===== src/sample_statistics_defines.svh =====
// assertion macros shared by the sample statistics block
`ifndef SAMPLE_STATISTICS_DEFINES_SVH
`define SAMPLE_STATISTICS_DEFINES_SVH

// same-cycle implication, clocked on aclk, off during reset
`define SS_ASSERT_IMPL(label, ante, cons) \
    label: assert property (@(posedge aclk) disable iff (!aresetn) (ante) |-> (cons)) \
        else $error("sample_statistics check failed");

// next-cycle implication, clocked on aclk, off during reset
`define SS_ASSERT_NEXT(label, ante, cons) \
    label: assert property (@(posedge aclk) disable iff (!aresetn) (ante) |=> (cons)) \
        else $error("sample_statistics check failed");

`endif


===== src/sstat_pkg.sv =====
// types, constants and helpers for the sample statistics block
package sstat_pkg;

    localparam int MAX_SAMPLES_DEF = 131072;
    localparam int SAMPLE_BITS_DEF = 16;

    localparam int DATA_W  = 16;
    localparam int CNT_W   = 18;
    localparam int SUM_W   = 34;
    localparam int SQ_W    = 48;
    localparam int MAG_W   = 33;
    localparam int ACC_W   = 66;
    localparam int DVD_W   = 82;
    localparam int DSR_W   = 35;
    localparam int QUO_W   = 64;
    localparam int RES_W   = 24;
    localparam int STEP_W  = 7;
    localparam int FRAC_SH = 8;
    localparam int VAR_SH  = 16;

    localparam int DIV_STEPS   = DVD_W;
    localparam int MUL_N_STEPS = CNT_W;
    localparam int MUL_S_STEPS = MAG_W;
    localparam int SQRT_STEPS  = QUO_W / 2;

    typedef struct packed {
        logic signed [DATA_W-1:0] sample;
        logic                     last;
    } in_t;

    typedef struct packed {
        logic signed [DATA_W-1:0] min_value;
        logic signed [DATA_W-1:0] max_value;
        logic signed [RES_W-1:0]  mean_q8;
        logic [RES_W-1:0]         std_dev_q8;
        logic [CNT_W-1:0]         sample_count;
        logic                     too_few;
        logic                     overflow;
    } out_t;

    // accumulated totals of one set
    typedef struct packed {
        logic [CNT_W-1:0]         count;
        logic signed [SUM_W-1:0]  sum;
        logic [SQ_W-1:0]          sumsq;
        logic signed [DATA_W-1:0] min_v;
        logic signed [DATA_W-1:0] max_v;
        logic                     dropped;
    } snap_t;

    typedef enum logic [2:0] {
        ST_IDLE,
        ST_MEAN_DIV,
        ST_MEAN_FIX,
        ST_MUL_N,
        ST_MUL_S,
        ST_SD_DIV,
        ST_SQRT,
        ST_DONE
    } back_state_t;

    // magnitude of a running sum, which never exceeds 2^32
    function automatic logic [MAG_W-1:0] abs_sum(input logic signed [SUM_W-1:0] s);
        logic [SUM_W-1:0] m;
        m = s[SUM_W-1] ? SUM_W'(-s) : SUM_W'(s);
        return m[MAG_W-1:0];
    endfunction

endpackage


===== src/sstat_front.sv =====
// front end: takes samples and accumulates count, sums, minimum and maximum
module sstat_front #(
    parameter int MAX_SAMPLES = sstat_pkg::MAX_SAMPLES_DEF,
    parameter int SAMPLE_BITS = sstat_pkg::SAMPLE_BITS_DEF
) (
    input  logic              aclk,
    input  logic              aresetn,
    input  sstat_pkg::in_t    s_data,
    input  logic              s_valid,
    output logic              s_ready,
    output sstat_pkg::snap_t  push_data,
    output logic              push_valid,
    input  logic              push_ready
);
    import sstat_pkg::*;

    localparam int SHIFT = DATA_W - SAMPLE_BITS;
    localparam logic signed [DATA_W-1:0] MIN_RST =
        DATA_W'((32'sd1 <<< (SAMPLE_BITS - 1)) - 32'sd1);
    localparam logic signed [DATA_W-1:0] MAX_RST = ~MIN_RST;
    localparam logic [CNT_W-1:0] CNT_LIMIT = CNT_W'(MAX_SAMPLES);

    snap_t acc_reg;
    snap_t acc_upd;
    logic [DATA_W-1:0]        sh;
    logic signed [DATA_W-1:0] x;
    logic signed [2*DATA_W-1:0] prod;
    logic full;
    logic accept;

    // sign-extend the low sample bits
    assign sh = s_data.sample << SHIFT;
    assign x  = $signed(sh) >>> SHIFT;
    assign prod = x * x;

    assign full   = (acc_reg.count >= CNT_LIMIT);
    assign accept = s_valid && s_ready;
    assign s_ready = push_ready;

    // totals including the current sample, or the dropped flag once the set is full
    always_comb begin
        acc_upd = acc_reg;
        if (full) begin
            acc_upd.dropped = 1'b1;
        end else begin
            acc_upd.count = acc_reg.count + CNT_W'(1);
            acc_upd.sum   = acc_reg.sum + SUM_W'(x);
            acc_upd.sumsq = acc_reg.sumsq + SQ_W'($unsigned(prod));
            if (x < acc_reg.min_v) begin
                acc_upd.min_v = x;
            end
            if (x > acc_reg.max_v) begin
                acc_upd.max_v = x;
            end
        end
    end

    assign push_valid = accept && s_data.last;
    assign push_data  = acc_upd;

    // accumulators, cleared after each set
    always_ff @(posedge aclk) begin
        if (!aresetn || (accept && s_data.last)) begin
            acc_reg.count   <= '0;
            acc_reg.sum     <= '0;
            acc_reg.sumsq   <= '0;
            acc_reg.min_v   <= MIN_RST;
            acc_reg.max_v   <= MAX_RST;
            acc_reg.dropped <= 1'b0;
        end else if (accept) begin
            acc_reg <= acc_upd;
        end
    end

endmodule


===== src/sstat_queue.sv =====
// two-entry queue of set totals between front and back
module sstat_queue (
    input  logic              aclk,
    input  logic              aresetn,
    input  sstat_pkg::snap_t  push_data,
    input  logic              push_valid,
    output logic              push_ready,
    output sstat_pkg::snap_t  pop_data,
    output logic              pop_valid,
    input  logic              pop_ready
);
    import sstat_pkg::*;

    snap_t      mem_reg [2];
    logic       wr_ptr_reg;
    logic       rd_ptr_reg;
    logic [1:0] cnt_reg;
    logic       do_push;
    logic       do_pop;

    assign push_ready = (cnt_reg != 2'd2);
    assign pop_valid  = (cnt_reg != 2'd0);
    assign do_push    = push_valid && push_ready;
    assign do_pop     = pop_valid && pop_ready;

    // storage
    always_ff @(posedge aclk) begin
        if (do_push) begin
            mem_reg[wr_ptr_reg] <= push_data;
        end
    end

    assign pop_data = mem_reg[rd_ptr_reg];

    // pointers and fill level
    always_ff @(posedge aclk) begin
        if (!aresetn) begin
            wr_ptr_reg <= 1'b0;
            rd_ptr_reg <= 1'b0;
            cnt_reg    <= 2'd0;
        end else begin
            if (do_push) begin
                wr_ptr_reg <= ~wr_ptr_reg;
            end
            if (do_pop) begin
                rd_ptr_reg <= ~rd_ptr_reg;
            end
            if (do_push && !do_pop) begin
                cnt_reg <= cnt_reg + 2'd1;
            end else if (do_pop && !do_push) begin
                cnt_reg <= cnt_reg - 2'd1;
            end
        end
    end

endmodule


===== src/sstat_back.sv =====
// back end: mean, variance numerator, divide and square root, one step a cycle
module sstat_back (
    input  logic              aclk,
    input  logic              aresetn,
    input  sstat_pkg::snap_t  pop_data,
    input  logic              pop_valid,
    output logic              pop_ready,
    output sstat_pkg::out_t   m_data,
    output logic              m_valid,
    input  logic              m_ready
);
    import sstat_pkg::*;

    back_state_t state_reg, state_next;
    snap_t snap_reg, snap_next;
    logic [STEP_W-1:0] step_reg, step_next;
    logic [DVD_W-1:0]  dvd_reg, dvd_next;
    logic [DSR_W-1:0]  dsr_reg, dsr_next;
    logic [DSR_W-1:0]  rem_reg, rem_next;
    logic [QUO_W-1:0]  quo_reg, quo_next;
    logic [ACC_W-1:0]  acc_reg, acc_next;
    logic [MAG_W-1:0]  ma_reg, ma_next;
    logic [ACC_W-1:0]  mb_reg, mb_next;
    logic [QUO_W-1:0]  sqv_reg, sqv_next;
    logic [QUO_W-1:0]  res_reg, res_next;
    logic [QUO_W-1:0]  bit_reg, bit_next;
    logic signed [RES_W-1:0] mean_reg, mean_next;
    logic [RES_W-1:0]  sd_reg, sd_next;
    out_t out_reg, out_next;
    logic out_valid_reg, out_valid_next;

    logic [DSR_W:0]    r2;
    logic              ge;
    logic [DSR_W-1:0]  rem_upd;
    logic [QUO_W-1:0]  quo_upd;
    logic [ACC_W-1:0]  acc_upd;
    logic [QUO_W-1:0]  trial;
    logic              sq_ge;
    logic [QUO_W-1:0]  sqv_upd;
    logic [QUO_W-1:0]  res_upd;
    logic [MAG_W-1:0]  snap_mag;
    logic [MAG_W-1:0]  pop_mag;
    logic [QUO_W-1:0]  quo_round;
    logic              few;

    assign snap_mag = abs_sum(snap_reg.sum);
    assign pop_mag  = abs_sum(pop_data.sum);
    assign few      = (snap_reg.count < CNT_W'(2));

    // restoring divide step
    assign r2      = {rem_reg, dvd_reg[DVD_W-1]};
    assign ge      = (r2 >= {1'b0, dsr_reg});
    assign rem_upd = ge ? DSR_W'(r2 - {1'b0, dsr_reg}) : r2[DSR_W-1:0];
    assign quo_upd = {quo_reg[QUO_W-2:0], ge};

    // shift-add step, subtracting while forming the square of the sum
    always_comb begin
        acc_upd = acc_reg;
        if (ma_reg[0]) begin
            acc_upd = (state_reg == ST_MUL_S) ? acc_reg - mb_reg : acc_reg + mb_reg;
        end
    end

    // square root digit step
    assign trial   = res_reg + bit_reg;
    assign sq_ge   = (sqv_reg >= trial);
    assign sqv_upd = sq_ge ? sqv_reg - trial : sqv_reg;
    assign res_upd = sq_ge ? (res_reg >> 1) + bit_reg : (res_reg >> 1);

    assign quo_round = quo_reg + QUO_W'(rem_reg != '0);

    // sequencer
    always_comb begin
        state_next     = state_reg;
        snap_next      = snap_reg;
        step_next      = step_reg;
        dvd_next       = dvd_reg;
        dsr_next       = dsr_reg;
        rem_next       = rem_reg;
        quo_next       = quo_reg;
        acc_next       = acc_reg;
        ma_next        = ma_reg;
        mb_next        = mb_reg;
        sqv_next       = sqv_reg;
        res_next       = res_reg;
        bit_next       = bit_reg;
        mean_next      = mean_reg;
        sd_next        = sd_reg;
        out_next       = out_reg;
        out_valid_next = out_valid_reg && !m_ready;
        pop_ready      = 1'b0;
        case (state_reg)
            ST_IDLE: begin
                if (pop_valid) begin
                    pop_ready  = 1'b1;
                    snap_next  = pop_data;
                    dvd_next   = DVD_W'({pop_mag, {FRAC_SH{1'b0}}});
                    dsr_next   = DSR_W'(pop_data.count);
                    rem_next   = '0;
                    quo_next   = '0;
                    step_next  = STEP_W'(DIV_STEPS - 1);
                    state_next = ST_MEAN_DIV;
                end
            end
            ST_MEAN_DIV: begin
                dvd_next  = dvd_reg << 1;
                rem_next  = rem_upd;
                quo_next  = quo_upd;
                step_next = step_reg - STEP_W'(1);
                if (step_reg == '0) begin
                    state_next = ST_MEAN_FIX;
                end
            end
            ST_MEAN_FIX: begin
                // floor for negative sums
                mean_next = snap_reg.sum[SUM_W-1] ? RES_W'(-quo_round) : RES_W'(quo_reg);
                if (few) begin
                    sd_next    = '0;
                    state_next = ST_DONE;
                end else begin
                    dsr_next   = DSR_W'(snap_reg.count * (snap_reg.count - CNT_W'(1)));
                    acc_next   = '0;
                    ma_next    = MAG_W'(snap_reg.count);
                    mb_next    = ACC_W'(snap_reg.sumsq);
                    step_next  = STEP_W'(MUL_N_STEPS - 1);
                    state_next = ST_MUL_N;
                end
            end
            ST_MUL_N: begin
                acc_next  = acc_upd;
                ma_next   = ma_reg >> 1;
                mb_next   = mb_reg << 1;
                step_next = step_reg - STEP_W'(1);
                if (step_reg == '0) begin
                    ma_next    = snap_mag;
                    mb_next    = ACC_W'(snap_mag);
                    step_next  = STEP_W'(MUL_S_STEPS - 1);
                    state_next = ST_MUL_S;
                end
            end
            ST_MUL_S: begin
                acc_next  = acc_upd;
                ma_next   = ma_reg >> 1;
                mb_next   = mb_reg << 1;
                step_next = step_reg - STEP_W'(1);
                if (step_reg == '0) begin
                    dvd_next   = {acc_upd, {VAR_SH{1'b0}}};
                    rem_next   = '0;
                    quo_next   = '0;
                    step_next  = STEP_W'(DIV_STEPS - 1);
                    state_next = ST_SD_DIV;
                end
            end
            ST_SD_DIV: begin
                dvd_next  = dvd_reg << 1;
                rem_next  = rem_upd;
                quo_next  = quo_upd;
                step_next = step_reg - STEP_W'(1);
                if (step_reg == '0) begin
                    sqv_next   = quo_upd;
                    res_next   = '0;
                    bit_next   = QUO_W'(1) << (QUO_W - 2);
                    step_next  = STEP_W'(SQRT_STEPS - 1);
                    state_next = ST_SQRT;
                end
            end
            ST_SQRT: begin
                sqv_next  = sqv_upd;
                res_next  = res_upd;
                bit_next  = bit_reg >> 2;
                step_next = step_reg - STEP_W'(1);
                if (step_reg == '0) begin
                    sd_next    = res_upd[RES_W-1:0];
                    state_next = ST_DONE;
                end
            end
            ST_DONE: begin
                if (!out_valid_reg || m_ready) begin
                    out_next.min_value    = snap_reg.min_v;
                    out_next.max_value    = snap_reg.max_v;
                    out_next.mean_q8      = mean_reg;
                    out_next.std_dev_q8   = sd_reg;
                    out_next.sample_count = snap_reg.count;
                    out_next.too_few      = few;
                    out_next.overflow     = snap_reg.dropped;
                    out_valid_next        = 1'b1;
                    state_next            = ST_IDLE;
                end
            end
            default: begin
                state_next = ST_IDLE;
            end
        endcase
    end

    // control registers
    always_ff @(posedge aclk) begin
        if (!aresetn) begin
            state_reg     <= ST_IDLE;
            out_valid_reg <= 1'b0;
        end else begin
            state_reg     <= state_next;
            out_valid_reg <= out_valid_next;
        end
    end

    // datapath registers
    always_ff @(posedge aclk) begin
        snap_reg <= snap_next;
        step_reg <= step_next;
        dvd_reg  <= dvd_next;
        dsr_reg  <= dsr_next;
        rem_reg  <= rem_next;
        quo_reg  <= quo_next;
        acc_reg  <= acc_next;
        ma_reg   <= ma_next;
        mb_reg   <= mb_next;
        sqv_reg  <= sqv_next;
        res_reg  <= res_next;
        bit_reg  <= bit_next;
        mean_reg <= mean_next;
        sd_reg   <= sd_next;
        out_reg  <= out_next;
    end

    assign m_data  = out_reg;
    assign m_valid = out_valid_reg;

endmodule


===== src/sample_statistics.sv =====
// Sample statistics over sets of signed samples: minimum, maximum, mean and
// sample standard deviation (both with 8 fraction bits, floored) per set.
// Samples are taken one per cycle; the front end accumulates count, sum and
// sum of squares while the back end works on earlier sets. On the last sample
// the set totals enter a two-entry queue. The back end then takes each set
// in turn: an 82-step restoring divide for the mean, an 18-step and a
// 33-step shift-add to form n*sumsq - sum^2, a second 82-step divide by
// n*(n-1) and a 32-step square root. Sets shorter than the back end's work
// fill the queue, and input is then held off until a slot frees.
module sample_statistics #(
    parameter int MAX_SAMPLES = sstat_pkg::MAX_SAMPLES_DEF,
    parameter int SAMPLE_BITS = sstat_pkg::SAMPLE_BITS_DEF
) (
    input  logic             aclk,
    input  logic             aresetn,
    input  sstat_pkg::in_t   s_data,
    input  logic             s_valid,
    output logic             s_ready,
    output sstat_pkg::out_t  m_data,
    output logic             m_valid,
    input  logic             m_ready
);
    import sstat_pkg::*;
    `include "sample_statistics_defines.svh"

    snap_t push_data;
    logic  push_valid;
    logic  push_ready;
    snap_t pop_data;
    logic  pop_valid;
    logic  pop_ready;

    // accumulation
    sstat_front #(
        .MAX_SAMPLES (MAX_SAMPLES),
        .SAMPLE_BITS (SAMPLE_BITS)
    ) u_front (
        .aclk       (aclk),
        .aresetn    (aresetn),
        .s_data     (s_data),
        .s_valid    (s_valid),
        .s_ready    (s_ready),
        .push_data  (push_data),
        .push_valid (push_valid),
        .push_ready (push_ready)
    );

    // set totals waiting for the back end
    sstat_queue u_queue (
        .aclk       (aclk),
        .aresetn    (aresetn),
        .push_data  (push_data),
        .push_valid (push_valid),
        .push_ready (push_ready),
        .pop_data   (pop_data),
        .pop_valid  (pop_valid),
        .pop_ready  (pop_ready)
    );

    // arithmetic and result register
    sstat_back u_back (
        .aclk      (aclk),
        .aresetn   (aresetn),
        .pop_data  (pop_data),
        .pop_valid (pop_valid),
        .pop_ready (pop_ready),
        .m_data    (m_data),
        .m_valid   (m_valid),
        .m_ready   (m_ready)
    );

    // checks
    `SS_ASSERT_IMPL(a_too_few_zero_sd, m_valid && m_data.too_few, m_data.std_dev_q8 == '0)
    `SS_ASSERT_IMPL(a_min_le_max, m_valid, m_data.min_value <= m_data.max_value)
    `SS_ASSERT_IMPL(a_count_nonzero, m_valid, m_data.sample_count != '0)
    `SS_ASSERT_NEXT(a_push_fills_queue, push_valid, pop_valid)

endmodule


===== config.mk =====
export PLATFORM = sky130hd
export DESIGN_NAME = sample_statistics
export DESIGN_NICKNAME = d
export VERILOG_FILES = /design/src/sstat_pkg.sv /design/src/sstat_front.sv /design/src/sstat_queue.sv /design/src/sstat_back.sv /design/src/sample_statistics.sv
export VERILOG_INCLUDE_DIRS = /design/src /design/src/src
export SDC_FILE = /design/constraint.sdc
export NUM_CORES = 2
export LEC_CHECK = 0
export ABC_CLOCK_PERIOD_IN_PS = 18400
export BUFFER_PORTS_ARGS = -buffer_cell sky130_fd_sc_hd__buf_4
export CAP_MARGIN = 20
export CORE_UTILIZATION = 44
export DETAILED_ROUTE_END_ITERATION = 10
export PLACE_DENSITY = 0.69
export RECOVER_POWER = 100
export SYNTH_ARGS = -nofsm -noshare
export SYNTH_HDL_FRONTEND = slang
export SYNTH_SLANG_ARGS = --single-unit

===== constraint.sdc =====
create_clock -name aclk -period 18.4 [get_ports aclk]
set_clock_uncertainty 0.15 [all_clocks]
set_input_delay 0.92 -clock aclk [delete_from_list [all_inputs] [get_ports aclk]]
set_output_delay 0.92 -clock aclk [all_outputs]
set_load 0.1 [all_outputs]

* Word level (Yosys, flattened, before mapping)
Memory sizes are Yosys's and may differ from the RTL's. A register that Yosys moved wholly into a read port is not among the register bits.
Index checks and enable logic that the tools add are counted.
** Word-level totals
- Flip-flop bits (word level) :: 1001
- Latch bits :: 0
- Memory bits (writable) :: 266
- Bits in read-only memories :: 0
- Bits of input ports :: 21
- Output and inout port bits :: 102
- Word-level logic and storage cells :: 188
- Memories :: 1
** Operators by class
- Add/subtract/negate cells :: 17
- Multiply operators :: 2
- Div/mod/pow operators :: 0
- $lt $le $gt $ge :: 6
- Eq/ne operators :: 18
- Shift operators :: 0
- Multiplexer cells :: 65
- Bitwise operators :: 2
- Reductions and logical operators :: 40
** Memory list
- u_queue.mem_reg :: words 2, bits a word 133, rd ports 1, clocked after Yosys merged registers in 1, write ports 1, line sstat_queue.sv:14 : snap_t mem_reg [2];
** Operators by type and width (number)
- $pmux W64 S2 :: 3
- $mux W66 :: 5
- $mux W64 :: 5
- $pmux W82 S3 :: 1
- $pmux W66 S3 :: 1
- $pmux W63 S3 :: 1
- $mux W35 :: 5
- $mux W82 :: 2
- $mux W132 :: 1
- $mux W33 :: 4
- $pmux W66 S2 :: 1
- $pmux W35 S3 :: 1
- $pmux W33 S3 :: 1
- $mux W24 :: 3
- $pmux W35 S2 :: 1
- $add A66 B66 Y66 :: 1
- $neg A33 Y33 :: 2
- $sub A66 B66 Y66 :: 1
- $add A63 B64 Y64 :: 1
- $add A64 B64 Y64 :: 1
- $ge A64 B64 Y1 :: 1
- $sub A64 B64 Y64 :: 1
- $mux W63 :: 1
- $add A48 B32 Y48 :: 1
- 43 further kinds :: 105

* Depth between registers and ports, before layout
- Depth in word-level cells :: 8
- Mapped depth :: 38
- Mapped depth without buffers :: 37

* By module
From an unflattened synthesis, not the netlist that was laid out.
** Unflattened totals
- Cell total of the unflattened synthesis :: 8834
- Area total of the unflattened synthesis :: 90165.2 um2
** Modules (own cells, without submodules)
- sstat_back :: times used 1, cells each 5933, area an instance 60484.3 um2
- sstat_front :: times used 1, cells each 2463, area an instance 19558.8 um2
- sstat_queue :: times used 1, cells each 438, area an instance 10122.2 um2

* Least setup slack after synthesis
No wires, ideal clock.
- Path kind :: reg2reg
- From :: register u_back.state_reg[1]
- To :: register u_back.dvd_reg[10] (enable)
- Setup time :: 942 ps
- Data arrival time :: 13021 ps
- Data required time :: 17308 ps
- Path slack :: 4287 ps
- Cell stages (with the launch flop) :: 7
- Buffers on the path :: 2
- Clock period less this slack :: 14113 ps
- Cells stage by stage :: dfxtp_1 > inv_1 > ha_1 > clkbuf_1 > inv_2 > clkbuf_1 > o21ai_0
** On the way
- Longest elaborated chain between the ends :: 4
** Ends and longest elaborated chain
- start: declaration :: line sstat_back.sv:14 : back_state_t state_reg, state_next;
- start signal: assignment :: line sstat_back.sv:202 : state_reg <= state_next;
- $eq A3 B1 Y1 or $eq A3 B3 Y1 (tied branches) :: line sstat_back.sv:92 : case (state_reg)
- $reduce_or A2 Y1 (no source line)
- $reduce_bool A3 Y1 (no source line)
- $reduce_and A3 Y1 (no source line) *
- end signal: assignment :: line sstat_back.sv:211 : dvd_reg <= dvd_next;
- end: declaration :: line sstat_back.sv:17 : logic [DVD_W-1:0] dvd_reg, dvd_next;
Mark *: on every way between the ends. The rest lies on a longest branch, timed or not.
A chain may end at the register's enable or synchronous reset.

* Worst setup path after layout
- From :: input port s_data[2] in the netlist's numbering
- To :: register u_front.acc_reg[77] in the netlist's numbering
** On the way
- Longest elaborated chain between the ends :: 3
** Ends and longest elaborated chain
- start: declaration :: line sample_statistics.sv:16 : input sstat_pkg::in_t s_data,
- $mul A16 B16 Y32 :: line sstat_front.sv:34 : assign prod = x * x;
- $add A48 B32 Y48 :: line sstat_front.sv:48 : acc_upd.sumsq = acc_reg.sumsq + SQ_W'($unsigned(prod));
- $mux W132 :: line sstat_front.sv:43 : if (full) begin
- end signal: assignment :: line sstat_front.sv:71 : acc_reg <= acc_upd;
- end: declaration :: line sstat_front.sv:23 : snap_t acc_reg;
Every way passes these cells.

==> flow_metrics.py <==
metrics = {
    "run_status": {
        "outcome": "complete, but fails checks",
        "violations": "max-capacitance violations, max-slew violations",
    },
    "synth": {
        "synth_warnings": 0,
        "syn_inst": 8695,
        "netlist_area_um2": 89600,
        "avgSynthCellArea_um2": 10.3,
        "ys_seq_area_frac": 0.396,
        "synth_seq_cells": 1228,
        "ys_types": 97,
        "async_reset_ff_frac": 0,
        "yosysTopAreaCellShare": 0.364,
        "synth.area.top_cells": "edfxtp_1 36%, fa_1 13%, ha_1 7.5%",
        "synth.largest_area_cell": "edfxtp_1",
        "synth_edf_count": 1086,
        "ys_top_cells_by_count": "1086 x edfxtp_1, 911 x inv_1, 718 x nand2_1, 658 x nor2_1, 573 x fa_1",
        "synth_flop_cell": "edfxtp_1",
        "yosysMostFrequentCell": "edfxtp_1",
    },
    "grt": {
        "grt_util_all_layers": 0.211,
        "antenna_found_initial": 2,
        "grt_pass1_wl_um": 347000,
        "grt_pass1_vias": 63745,
        "grt_max_degree": 88,
        "overflow": 0,
    },
    "drt": {
        "viasPerCell": 5.56,
        "ant_nets": 0,
        "routedWlPerCell_um": 19.1,
        "drt_pass1_iterations": 8,
        "drc": 0,
        "vias": 64047,
        "drt_iter0_drc": 4682,
        "drt-total-wl_um": 220000,
    },
    "floorplan": {
        "ios": 123,
        "rows": 165,
        "start_util": 0.443,
        "chipWidth_um": 453,
        "core_um2": 202000,
        "dieArea_um2": 205000,
        "die-height_um": 453,
    },
    "timing": {
        "hold_viol_final": 0,
        "tightest_slew_ns": 4.24,
        "finalSetupViolCount": 0,
        "slew_headroom": -1.83,
        "worst_hold_slack_ns": 0.264,
        "finalCriticalPeriod_ns": 10.81,
        "slew_viol_final": 2390,
        "period_share": 0.587,
        "max_freq_mhz": 92.5,
        "rsz0062_at_grt": "no",
        "tns_ns": 0,
    },
    "worst_setup_path": {
        "endpoint_kind": "flip-flop",
        "r2r_slack_ns": 7.70,
        "critPathKind": "in2reg",
        "cp_max_fo": 16,
        "critPathLaunchType": "input pin",
        "crit_required_ns": 18.93,
        "regToRegEndpoint": "u_back.sqv_reg[60]$_DFFE_PP_",
        "crit_top_cell": "fa_1",
        "r2r_cells": 23,
        "cp_slowest_cell": "clkbuf_1",
        "cpPeakStageDelay_ns": 0.82,
        "r2r-start": "u_back.res_reg[2]$_SDFFCE_PN0P_",
        "cp.arrival_ns": 11.34,
    },
    "hold_path": {
        "worstHoldPathCells": 0,
        "hold_end": "u_back.m_data[39]$_DFFE_PP_",
        "hp-class": "reg2reg",
        "hold_start": "u_back.sd_reg[19]$_SDFFCE_PN0P_",
    },
    "clock_tree": {
        "cts_setup_buffers": 0,
        "postCtsHoldBufs": 0,
        "cts-htree-levels": 4,
        "clockBufferDepth": 3,
        "clk_latency_ns": 0.81,
        "ctsResizeCount": 0,
        "clockRootBuffer": "clkbuf_16",
        "cts.sinks": 1228,
        "cts_tree": "done",
        "cts-buffers-inserted": 139,
        "clk_pin_slew_ns": 0.06,
    },
    "place": {
        "io_buffers": 122,
        "gp_congestion": 0.923,
        "placed_area_um2": 93400,
        "dpl.hpwl_um": 160000,
    },
    "cells_and_area": {
        "largest_reg_flops": 266,
        "drive_gt1_frac": 0.0431,
        "stdcell_area_um2": 97400,
        "syn2layout_area_growth_pct": 8.72,
        "fin_nets": 9855,
        "postLayoutCoreUtil": 0.482,
    },
    "run": {
        "cap_violations": 49,
    },
}
how the worst max path moves through the flow:
| stage | from | endpoint | slack, ns |
|---|---|---|---|
| floorplan | u_back.state_reg[1]$_SDFFE_PN0P_ | u_back.dvd_reg[10]$_DFFE_PP_ | 4.29 |
| global placement | s_data[16] | u_queue.mem_reg[0][79]$_DFFE_PP_ | 7.62 |
| detailed placement | s_data[16] | u_queue.mem_reg[0][79]$_DFFE_PP_ | 7.41 |
| CTS | s_data[16] | u_queue.mem_reg[0][79]$_DFFE_PP_ | 8.28 |
| global route | u_back.state_reg[2]$_SDFFE_PN0P_ | u_back.mb_reg[49]$_SDFFCE_PP0P_ | 6.80 |
| finish | s_data[2] | u_front.acc_reg[77]$_SDFFE_PP0P_ | 7.59 |
cell usage in the layout, fill, tap and decap left out, types with 24 or more instances in the layout:
master,count
a211oi_1,78
a21o_1,163
a21oi_1,397
a221o_1,38
a22oi_1,31
a31oi_1,100
and2_0,65
and2_1,87
and3_1,82
buf_4,34
clkbuf_1,185
clkbuf_16,141
clkinv_1,27
clkinv_2,24
conb_1,26
dfxtp_1,142
edfxtp_1,1086
fa_1,573
ha_1,536
inv_1,911
mux2_1,89
mux2_2,55
mux2i_1,125
nand2_1,716
nand2b_1,276
nand3_1,93
nand4_1,80
nor2_1,657
nor2b_1,133
nor3_1,121
nor4_1,34
o211ai_1,36
o21a_1,60
o21ai_0,519
o21bai_1,69
o31ai_1,41
or3_1,48
xnor2_1,332
xor2_1,265
area by class of cell:
class | count | area (µm²)
diodes | 1 | 2.50
well taps | 2672 | 3340
multi-input cells | 6237 | 49500
repair buffers | 199 | 875
fillers | 18311 | 105000
clock inverters | 92 | 1130
clock buffers | 165 | 3660
inverters | 920 | 3450
flip-flops and latches | 1228 | 35500
cells by family after synthesis:
| family | count (synthesis) | synth area share |
|---|---|---|
| AOI/OAI and AO/OA | 1747 | 0.123 |
| adders and majority gates | 1109 | 0.203 |
| and+or+nand+nor | 2489 | 0.134 |
| other | 2 | 0.0000838 |
| buffers and inverters | 1254 | 0.0533 |
| DFF | 1228 | 0.396 |
| xor gates and xnor gates | 597 | 0.0584 |
| muxes | 269 | 0.0321 |
worst max-delay path, delay by kind of cell:
family	cells	cell delay [ns]
compound gates	13	3.08
fa+ha+maj	8	3.47
buf+inv	6	1.72
simple gates	5	1.93
xor+xnor	1	0.18
layer usage:
metal,wire [µm],GRT usage
met5,13,0
met4,6830,0.0703
met3,13500,0.0293
met2,103000,0.346
met1,96800,0.287
stage by stage:
step / instances / setup WS (ns)
floorplan: 8719 / 4.29
global placement: 11254 / 7.62
finish: 11514 / 7.59
global route: 11513 / 6.80
CTS: 11511 / 8.28
detailed placement: 11254 / 7.41
Power is not shown: default switching activity piles up to over one toggle a cycle in this logic, so the estimate is an artifact.
